===== src/design/rv32i_subset_instruction_decoder_core_defines.svh =====
// assertion macros for the instruction decoder core
`ifndef RV32I_SUBSET_INSTRUCTION_DECODER_CORE_DEFINES_SVH
`define RV32I_SUBSET_INSTRUCTION_DECODER_CORE_DEFINES_SVH

// same-cycle implication, sampled on i_clk, off while reset is held
`define RVD_ASSERT_NOW(lbl, ante, cons) \
    lbl: assert property (@(posedge i_clk) disable iff (!i_rst_n) (ante) |-> (cons)) \
        else $error("decoder assertion failed");

// next-cycle implication, sampled on i_clk, off while reset is held
`define RVD_ASSERT_NEXT(lbl, ante, cons) \
    lbl: assert property (@(posedge i_clk) disable iff (!i_rst_n) (ante) |=> (cons)) \
        else $error("decoder assertion failed");

`endif


===== src/design/rvd_pkg.sv =====
// shared types, opcodes and helper functions for the instruction decoder
`timescale 1ns / 1ps

package rvd_pkg;

    localparam int unsigned InstrWidth = 32;
    localparam int unsigned RegIdxWidth = 5;
    localparam int unsigned ImmWidth = 21;
    localparam int unsigned AluOpWidth = 4;
    localparam int unsigned OutDataWidth = 48;

    // major opcodes of the supported subset
    localparam logic [6:0] OP_RTYPE  = 7'h33;
    localparam logic [6:0] OP_ITYPE  = 7'h13;
    localparam logic [6:0] OP_LOAD   = 7'h03;
    localparam logic [6:0] OP_STORE  = 7'h23;
    localparam logic [6:0] OP_BRANCH = 7'h63;
    localparam logic [6:0] OP_JAL    = 7'h6F;

    // funct7 pattern that selects sub / sra on register-register ops
    localparam logic [6:0] F7_ALT = 7'h20;

    typedef enum logic [AluOpWidth-1:0] {
        ALU_ADD  = 4'd0,
        ALU_SUB  = 4'd1,
        ALU_AND  = 4'd2,
        ALU_OR   = 4'd3,
        ALU_XOR  = 4'd4,
        ALU_SLT  = 4'd5,
        ALU_SLL  = 4'd6,
        ALU_SRL  = 4'd7,
        ALU_SLTU = 4'd8,
        ALU_SRA  = 4'd9
    } t_alu_op;

    // funct3 encodings of the alu group
    localparam logic [2:0] F3_ADD  = 3'd0;
    localparam logic [2:0] F3_SLL  = 3'd1;
    localparam logic [2:0] F3_SLT  = 3'd2;
    localparam logic [2:0] F3_SLTU = 3'd3;
    localparam logic [2:0] F3_XOR  = 3'd4;
    localparam logic [2:0] F3_SR   = 3'd5;
    localparam logic [2:0] F3_OR   = 3'd6;

    // one decoded result
    typedef struct packed {
        logic                          is_jump;
        logic                          branch_not_equal;
        logic                          is_branch;
        logic                          use_immediate;
        logic                          write_memory;
        logic                          read_memory;
        logic                          write_register;
        t_alu_op                       alu_operation;
        logic signed [ImmWidth-1:0]    immediate;
        logic [RegIdxWidth-1:0]        dest_reg;
        logic [RegIdxWidth-1:0]        src_reg_b;
        logic [RegIdxWidth-1:0]        src_reg_a;
    } t_dec_out;

    // alu operation from funct3 and the alternate-encoding bit
    function automatic t_alu_op alu_from_funct3(input logic [2:0] f3, input logic alt,
                                                input logic is_reg);
        t_alu_op op;
        case (f3)
            F3_ADD:  op = (is_reg && alt) ? ALU_SUB : ALU_ADD;
            F3_SLL:  op = ALU_SLL;
            F3_SLT:  op = ALU_SLT;
            F3_SLTU: op = ALU_SLTU;
            F3_XOR:  op = ALU_XOR;
            F3_SR:   op = alt ? ALU_SRA : ALU_SRL;
            F3_OR:   op = ALU_OR;
            default: op = ALU_AND;
        endcase
        return op;
    endfunction

endpackage


===== src/design/rv32i_subset_instruction_decoder_core.sv =====
// top level of the rv32i subset instruction decoder: input and result registers
// Usage:
//   The slave stream takes one raw 32-bit instruction word per beat on
//   s_axis_tdata. The master stream gives one decoded beat per instruction
//   on m_axis_tdata: register indices, sign-extended immediate, alu code
//   and control flags, in the same order as the words went in.
//   A word taken from the slave stream lands in the input register, is
//   decoded by a short block of logic and is caught in the result
//   register, where m_axis_tvalid rises.
//   Throughput is one instruction per cycle; the pipeline of two registers
//   advances whenever the result register is empty or being drained.
//   When the receiver holds m_axis_tready low the result beat stays put,
//   the input register keeps its word, and s_axis_tready drops only once
//   both registers are full, so no beat is lost or repeated.
//   A synchronous active-low reset empties both registers by clearing their
//   valid flags; the held word and the decoded result are not reset.
`timescale 1ns / 1ps

module rv32i_subset_instruction_decoder_core (
    input  logic                              i_clk,
    input  logic                              i_rst_n,
    input  logic                              s_axis_tvalid,
    output logic                              s_axis_tready,
    // instruction [31:0]
    input  logic [rvd_pkg::InstrWidth-1:0]    s_axis_tdata,
    output logic                              m_axis_tvalid,
    input  logic                              m_axis_tready,
    // src_reg_a [4:0], src_reg_b [9:5], dest_reg [14:10], immediate [35:15],
    // alu_operation [39:36], write_register [40], read_memory [41],
    // write_memory [42], use_immediate [43], is_branch [44],
    // branch_not_equal [45], is_jump [46], zero [47]
    output logic [rvd_pkg::OutDataWidth-1:0]  m_axis_tdata
);
    import rvd_pkg::*;

    `include "rv32i_subset_instruction_decoder_core_defines.svh"

    logic                  r_in_valid;
    logic [InstrWidth-1:0] r_instr;
    logic                  r_out_valid;
    t_dec_out              r_dec;
    t_dec_out              n_dec;
    logic                  in_beat;
    logic                  advance;

    // pipeline advance and handshake
    assign advance       = !r_out_valid || m_axis_tready;
    assign s_axis_tready = !r_in_valid || advance;
    assign in_beat       = s_axis_tvalid && s_axis_tready;

    // input register
    always_ff @(posedge i_clk) begin
        if (!i_rst_n) begin
            r_in_valid <= 1'b0;
        end else if (s_axis_tready) begin
            r_in_valid <= s_axis_tvalid;
        end
    end

    always_ff @(posedge i_clk) begin
        if (in_beat) begin
            r_instr <= s_axis_tdata;
        end
    end

    // decode logic
    rvd_decode u_decode (
        .i_instr (r_instr),
        .o_dec   (n_dec)
    );

    // result register
    always_ff @(posedge i_clk) begin
        if (!i_rst_n) begin
            r_out_valid <= 1'b0;
        end else if (advance) begin
            r_out_valid <= r_in_valid;
        end
    end

    always_ff @(posedge i_clk) begin
        if (advance && r_in_valid) begin
            r_dec <= n_dec;
        end
    end

    assign m_axis_tvalid = r_out_valid;
    assign m_axis_tdata  = {1'b0, r_dec};

    // checks
    `RVD_ASSERT_NEXT(a_in_beat_loads, in_beat, r_in_valid)
    `RVD_ASSERT_NEXT(a_stage_moves, r_in_valid && advance, r_out_valid)
    `RVD_ASSERT_NOW(a_one_kind, r_out_valid,
        $onehot0({r_dec.read_memory, r_dec.write_memory, r_dec.is_branch, r_dec.is_jump}))
    `RVD_ASSERT_NOW(a_branch_no_wb, r_out_valid && r_dec.is_branch,
        !r_dec.write_register && !r_dec.use_immediate)

endmodule


===== src/design/rvd_decode.sv =====
// combinational field extraction and control decode for one instruction word
`timescale 1ns / 1ps

module rvd_decode (
    input  logic [rvd_pkg::InstrWidth-1:0] i_instr,
    output rvd_pkg::t_dec_out              o_dec
);
    import rvd_pkg::*;

    logic [6:0] opcode;
    logic [2:0] funct3;
    logic [6:0] funct7;

    assign opcode = i_instr[6:0];
    assign funct3 = i_instr[14:12];
    assign funct7 = i_instr[31:25];

    // decode by major opcode; unknown opcodes clear all but the register index fields
    always_comb begin
        o_dec                  = '0;
        o_dec.src_reg_a        = i_instr[19:15];
        o_dec.src_reg_b        = i_instr[24:20];
        o_dec.dest_reg         = i_instr[11:7];
        o_dec.alu_operation    = ALU_ADD;
        case (opcode)
            OP_RTYPE: begin
                o_dec.write_register = 1'b1;
                o_dec.alu_operation  = alu_from_funct3(funct3, funct7 == F7_ALT, 1'b1);
            end
            OP_ITYPE: begin
                o_dec.write_register = 1'b1;
                o_dec.use_immediate  = 1'b1;
                o_dec.immediate      = {{9{i_instr[31]}}, i_instr[31:20]};
                o_dec.alu_operation  = alu_from_funct3(funct3, i_instr[30], 1'b0);
            end
            OP_LOAD: begin
                o_dec.write_register = 1'b1;
                o_dec.read_memory    = 1'b1;
                o_dec.use_immediate  = 1'b1;
                o_dec.immediate      = {{9{i_instr[31]}}, i_instr[31:20]};
            end
            OP_STORE: begin
                o_dec.write_memory   = 1'b1;
                o_dec.use_immediate  = 1'b1;
                o_dec.immediate      = {{9{i_instr[31]}}, i_instr[31:25], i_instr[11:7]};
            end
            OP_BRANCH: begin
                o_dec.is_branch        = 1'b1;
                o_dec.branch_not_equal = funct3[0];
                o_dec.alu_operation    = ALU_SUB;
                o_dec.immediate        = {{8{i_instr[31]}}, i_instr[31], i_instr[7],
                                          i_instr[30:25], i_instr[11:8], 1'b0};
            end
            OP_JAL: begin
                o_dec.write_register = 1'b1;
                o_dec.use_immediate  = 1'b1;
                o_dec.is_jump        = 1'b1;
                o_dec.immediate      = {i_instr[31], i_instr[19:12], i_instr[20],
                                        i_instr[30:21], 1'b0};
            end
            default: begin
                o_dec.write_register = 1'b0;
            end
        endcase
    end

endmodule

===== config.mk =====
export PLATFORM = sky130hd
export DESIGN_NAME = rv32i_subset_instruction_decoder_core
export DESIGN_NICKNAME = d
export VERILOG_FILES = /design/src/design/rvd_pkg.sv /design/src/design/rv32i_subset_instruction_decoder_core.sv /design/src/design/rvd_decode.sv
export VERILOG_INCLUDE_DIRS = /design/src /design/src/design
export SDC_FILE = /design/constraint.sdc
export NUM_CORES = 1
export LEC_CHECK = 0
export BUFFER_PORTS_ARGS = -buffer_cell sky130_fd_sc_hd__buf_2
export CORE_ASPECT_RATIO = 1.2
export CORE_MARGIN = 2
export CORE_UTILIZATION = 55
export CTS_CLUSTER_SIZE = 30
export DETAILED_ROUTE_END_ITERATION = 10
export PLACE_DENSITY = 0.83
export SLEW_MARGIN = 0
export SYNTH_ARGS = -nofsm -noshare
export SYNTH_HDL_FRONTEND = slang
export SYNTH_HIERARCHICAL = 1
export SYNTH_SLANG_ARGS = --single-unit

===== constraint.sdc =====
create_clock -name i_clk -period 4.9 [get_ports i_clk]
set_input_delay 0.49 -clock i_clk [delete_from_list [all_inputs] [get_ports i_clk]]
set_output_delay 0.49 -clock i_clk [all_outputs]
set_load 0.02 [all_outputs]

# Word-level counts from Yosys, hierarchy flattened
# Cells that the tools add are included.
# word_totals
wordCells,51
output_inout_bits,50
in_bits,36
ff_bits,81
# classes
eq_ne,13
n_mux,13
n_reduce_logical,10
# op_table
op,count
$pmux W21 S4,1
$pmux W4 S7,2
$eq A7 B6 Y1 const B,3
$eq A7 B7 Y1 const B,2
$pmux W4 S3,1
$eq A3 B3 Y1 const B,3
$mux W4,2
$reduce_or A4 Y1,2
$eq A7 B2 Y1 const B,1
$eq A7 B5 Y1 const B,1
$mux W1,7
$eq A3 B2 Y1 const B,2
$eq A3 B1 Y1 const B,1
$logic_not A3 Y1,1
$logic_and A1 B1 Y1,2
$logic_not A1 Y1,2
$logic_or A1 B1 Y1,2
$reduce_or A2 Y1,1

# Depth between registers and ports, before layout
# logic_depth
depth_word,4
mapped_depth,6
depth_no_buf,4

# By module
# The synthesis kept the hierarchy.
# modules_own_cells
mod,seq_area_each_um2,n_inst,cells_per_inst,area_each_um2
rv32i_subset_instruction_decoder_core,2412.3,1,90,2487.4
rvd_decode,0.0,1,92,620.6

# Worst setup path after synthesis
# No wires, ideal clock.
# synth_timing
path_kind,register to register
start,register r_out_valid (netlist: m_axis_tvalid)
end,"register r_dec (netlist bit m_axis_tdata[0]), enable pin"
setup_time_ps,457
path_stages_with_launch,3
required_time_ps,4443
n_path_buf,0
arrival_time_ps,2649
synth_period_minus_slack_ps,3106
path_slack_ps,1794
path_cell_list,dfxtp_1 -> nor2b_4 -> nor2b_1
# synth_between
elab_chain_len,3
# synth_lines
item,line,source
"start, declared",rv32i_subset_instruction_decoder_core.sv:40,logic r_out_valid;
"start signal, assigned",rv32i_subset_instruction_decoder_core.sv:77,r_out_valid <= r_in_valid;
$logic_not A1 Y1,rv32i_subset_instruction_decoder_core.sv:47,assign advance = !r_out_valid || m_axis_tready;
$logic_or A1 B1 Y1,rv32i_subset_instruction_decoder_core.sv:47,
$logic_and A1 B1 Y1,rv32i_subset_instruction_decoder_core.sv:82,if (advance && r_in_valid) begin
"end signal, assigned",rv32i_subset_instruction_decoder_core.sv:83,r_dec <= n_dec;
"end, declared",rv32i_subset_instruction_decoder_core.sv:41,t_dec_out r_dec;
# No other way between the ends.
# A chain may end at the register's enable or synchronous reset.

==> flow_metrics.env <==
export IMPL_status="finished clean"
export IMPL_synth_edf_count=79
export IMPL_ant_nets=0
export IMPL_pwr_density_cell_nw_per_um2=382
export IMPL_arrival_ps=2160
export IMPL_final_common_cell="buf_2"
export IMPL_power_total_mw=1.41
export IMPL_crit_buf_inv=0
export IMPL_critPathTopFamily="simple AND/OR/NAND/NOR gates"
export IMPL_diodes=0
export IMPL_wirelength_um=4930
export IMPL_drt_iter0_drc=72
export IMPL_yosys_warnings=6
export IMPL_initial_utilization=0.559
export IMPL_drive_above_1_share=0.418
export IMPL_nets=294
export IMPL_rsz0062_at_grt="no"
export IMPL_crit_path_top_delay_cell="nor2_1"
export IMPL_post_route_util=0.666
export IMPL_cts_resized=0
export IMPL_syn_area_um2=3110
export IMPL_fp_dieArea_um2=6270
export IMPL_peakVddDrop_v=0.000196
export IMPL_nFillCells=389
export IMPL_synth_cells=182
export IMPL_synthArstFlopShare=0
export IMPL_cts_sinks=81
export IMPL_hp_class="in -> reg"
export IMPL_dp_cells=311
export IMPL_clockRootBuffer="clkbuf_8"
export IMPL_max_freq_mhz=512
export IMPL_multi_input_area_um2=552
export IMPL_criticalPathCategory="reg -> reg"
export IMPL_gp_routability_congestion=0.897
export IMPL_setup_viol=0
export IMPL_grt_pass1_wl_um=7430
export IMPL_stdcell_count=327
export IMPL_antenna_found_initial=0
export IMPL_syn_nets=218
export IMPL_post_cts_buffers=0
export IMPL_crit_required_ps=5110
export IMPL_grt_pass1_vias=1589
export IMPL_core_area_um2=5560
export IMPL_ioPinCount=86
export IMPL_layout_area_seq_um2=2410
export IMPL_die_w_um=72.6
export IMPL_vias_per_cell=5.19
export IMPL_drv_cap=0
export IMPL_cts_hold_buf=0
export IMPL_gr_total_overflow=0
export IMPL_ys_flop_type="edfxtp_1"
export IMPL_rr_worst_depth=4
export IMPL_path_clk_slew_ps=70
export IMPL_routedWlPerCell_um=15.1
export IMPL_cp_depth=4
export IMPL_slew_violations=0
export IMPL_cts_tree="yes"
export IMPL_ys_types=41
export IMPL_ys_ff_latch=81
export IMPL_p_leak_nw=1.49
export IMPL_synth_avg_cell_area_um2=17.1
export IMPL_fin_crit_sh=0.398
export IMPL_maxSlewHeadroom=0.340
export IMPL_fin_setup_tns_ps=0
export IMPL_path_cells="and2b_1, nand4_1, nor2_1, a32o_1"
export IMPL_ys_seq_area_frac=0.776
export IMPL_grt_total_usage=0.164
export IMPL_cts_buffer_depth=2
export IMPL_htree_num_levels=3
export IMPL_die_h_um=86.3
export IMPL_slowest_delay_ps=620
export IMPL_first_pass_iters=4
export IMPL_holdWs_ps=319
export IMPL_vias=1696
export IMPL_final_hold_viol_count=0
export IMPL_crit_path_end_kind="flip-flop"
export IMPL_finalCriticalPeriod_ps=1950
export IMPL_crit_fanout=11
export IMPL_grt_max_degree=48
export IMPL_synthToLayoutAreaGrowth_pct=19.1
export IMPL_worst_slew_pin_slew_ps=989
export IMPL_drc_errors=0
export IMPL_final_cell_mix="buf_2, edfxtp_1, a21o_1, clkbuf_8, nor2_1"
export IMPL_clock_latency_ps=340
export IMPL_fin_worst_skew_ps=7.54
export IMPL_portBuffers=84
export IMPL_startpoint_type="flip-flop"
export IMPL_core_rowCount=30
export IMPL_whs_path_depth=1
export IMPL_hpwl_um=3440
export IMPL_cts_buffers=9
where the power goes:
group / switching (mW) / internal [mW]
registers: 0.0182 / 0.800
logic: 0.0605 / 0.0334
clock network: 0.216 / 0.284
final timing paths:
check	slack, ps	start	endpoint
min	320	s_axis_tdata[29]	r_instr[29]$_DFFE_PP_
max reg2reg	2950	r_instr[4]$_DFFE_PP_	m_axis_tdata[26]$_DFFE_PP_
max	2950	r_instr[4]$_DFFE_PP_	m_axis_tdata[26]$_DFFE_PP_
min reg2reg	450	r_instr[8]$_DFFE_PP_	m_axis_tdata[11]$_DFFE_PP_
routing by layer:
metal / global-route usage / wire length [um] / share of wire
met1: 0.201 / 2060 / 0.42
met2: 0.252 / 2490 / 0.50
met3: 0.0453 / 275 / 0.056
met4: 0.111 / 107 / 0.022
met5: 0 / 0 / 0
state kept, by name, summed over array words and instances (netlist names):
signal and flops:
m_axis_tvalid 1, m_axis_tdata 47, r_in_valid 1, r_instr 32
stage by stage:
step	worst slack, ps	instance area, um^2
finish	2950	3700
global route	2790	3700
CTS	2950	3700
detailed placement	2970	3490
global placement	3090	3490
floorplan	1790	3110
Yosys cell counts (all sizes together) (2+ instances only):
library cell | n | share of area
edfxtp | 79 | 0.76
buf | 19 | 0.045
a21o | 11 | 0.027
nor2 | 9 | 0.011
and2 | 8 | 0.017
a21oi | 7 | 0.012
o21ai | 6 | 0.0097
inv | 5 | 0.0060
a22o | 4 | 0.011
nand2 | 3 | 0.0036
dfxtp | 2 | 0.013
nand2b | 2 | 0.0040
nand3b | 2 | 0.0089
nor2b | 2 | 0.0064
nor3 | 2 | 0.0032
o22ai | 2 | 0.0040
cell families after synthesis:
family                    share of synthesized area
AOI/OAI and AO/OA                            0.0841
xor gates and xnor gates                    0.00282
buffers and inverters                        0.0523
DFF                                           0.776
other                                       0.00121
and+or+nand+nor                              0.0833
final cells by class:
| class | instances | area share |
|---|---|---|
| Clock inverter | 6 | 0.0223 |
| Tap cell | 64 | 0.0216 |
| Timing Repair Buffer | 85 | 0.116 |
| Sequential cell | 81 | 0.652 |
| Clock buffer | 10 | 0.0345 |
| Multi-Input combinational cell | 76 | 0.149 |
| Inverter | 5 | 0.00507 |
No activity file was read; power rests on OpenSTA's default activity.
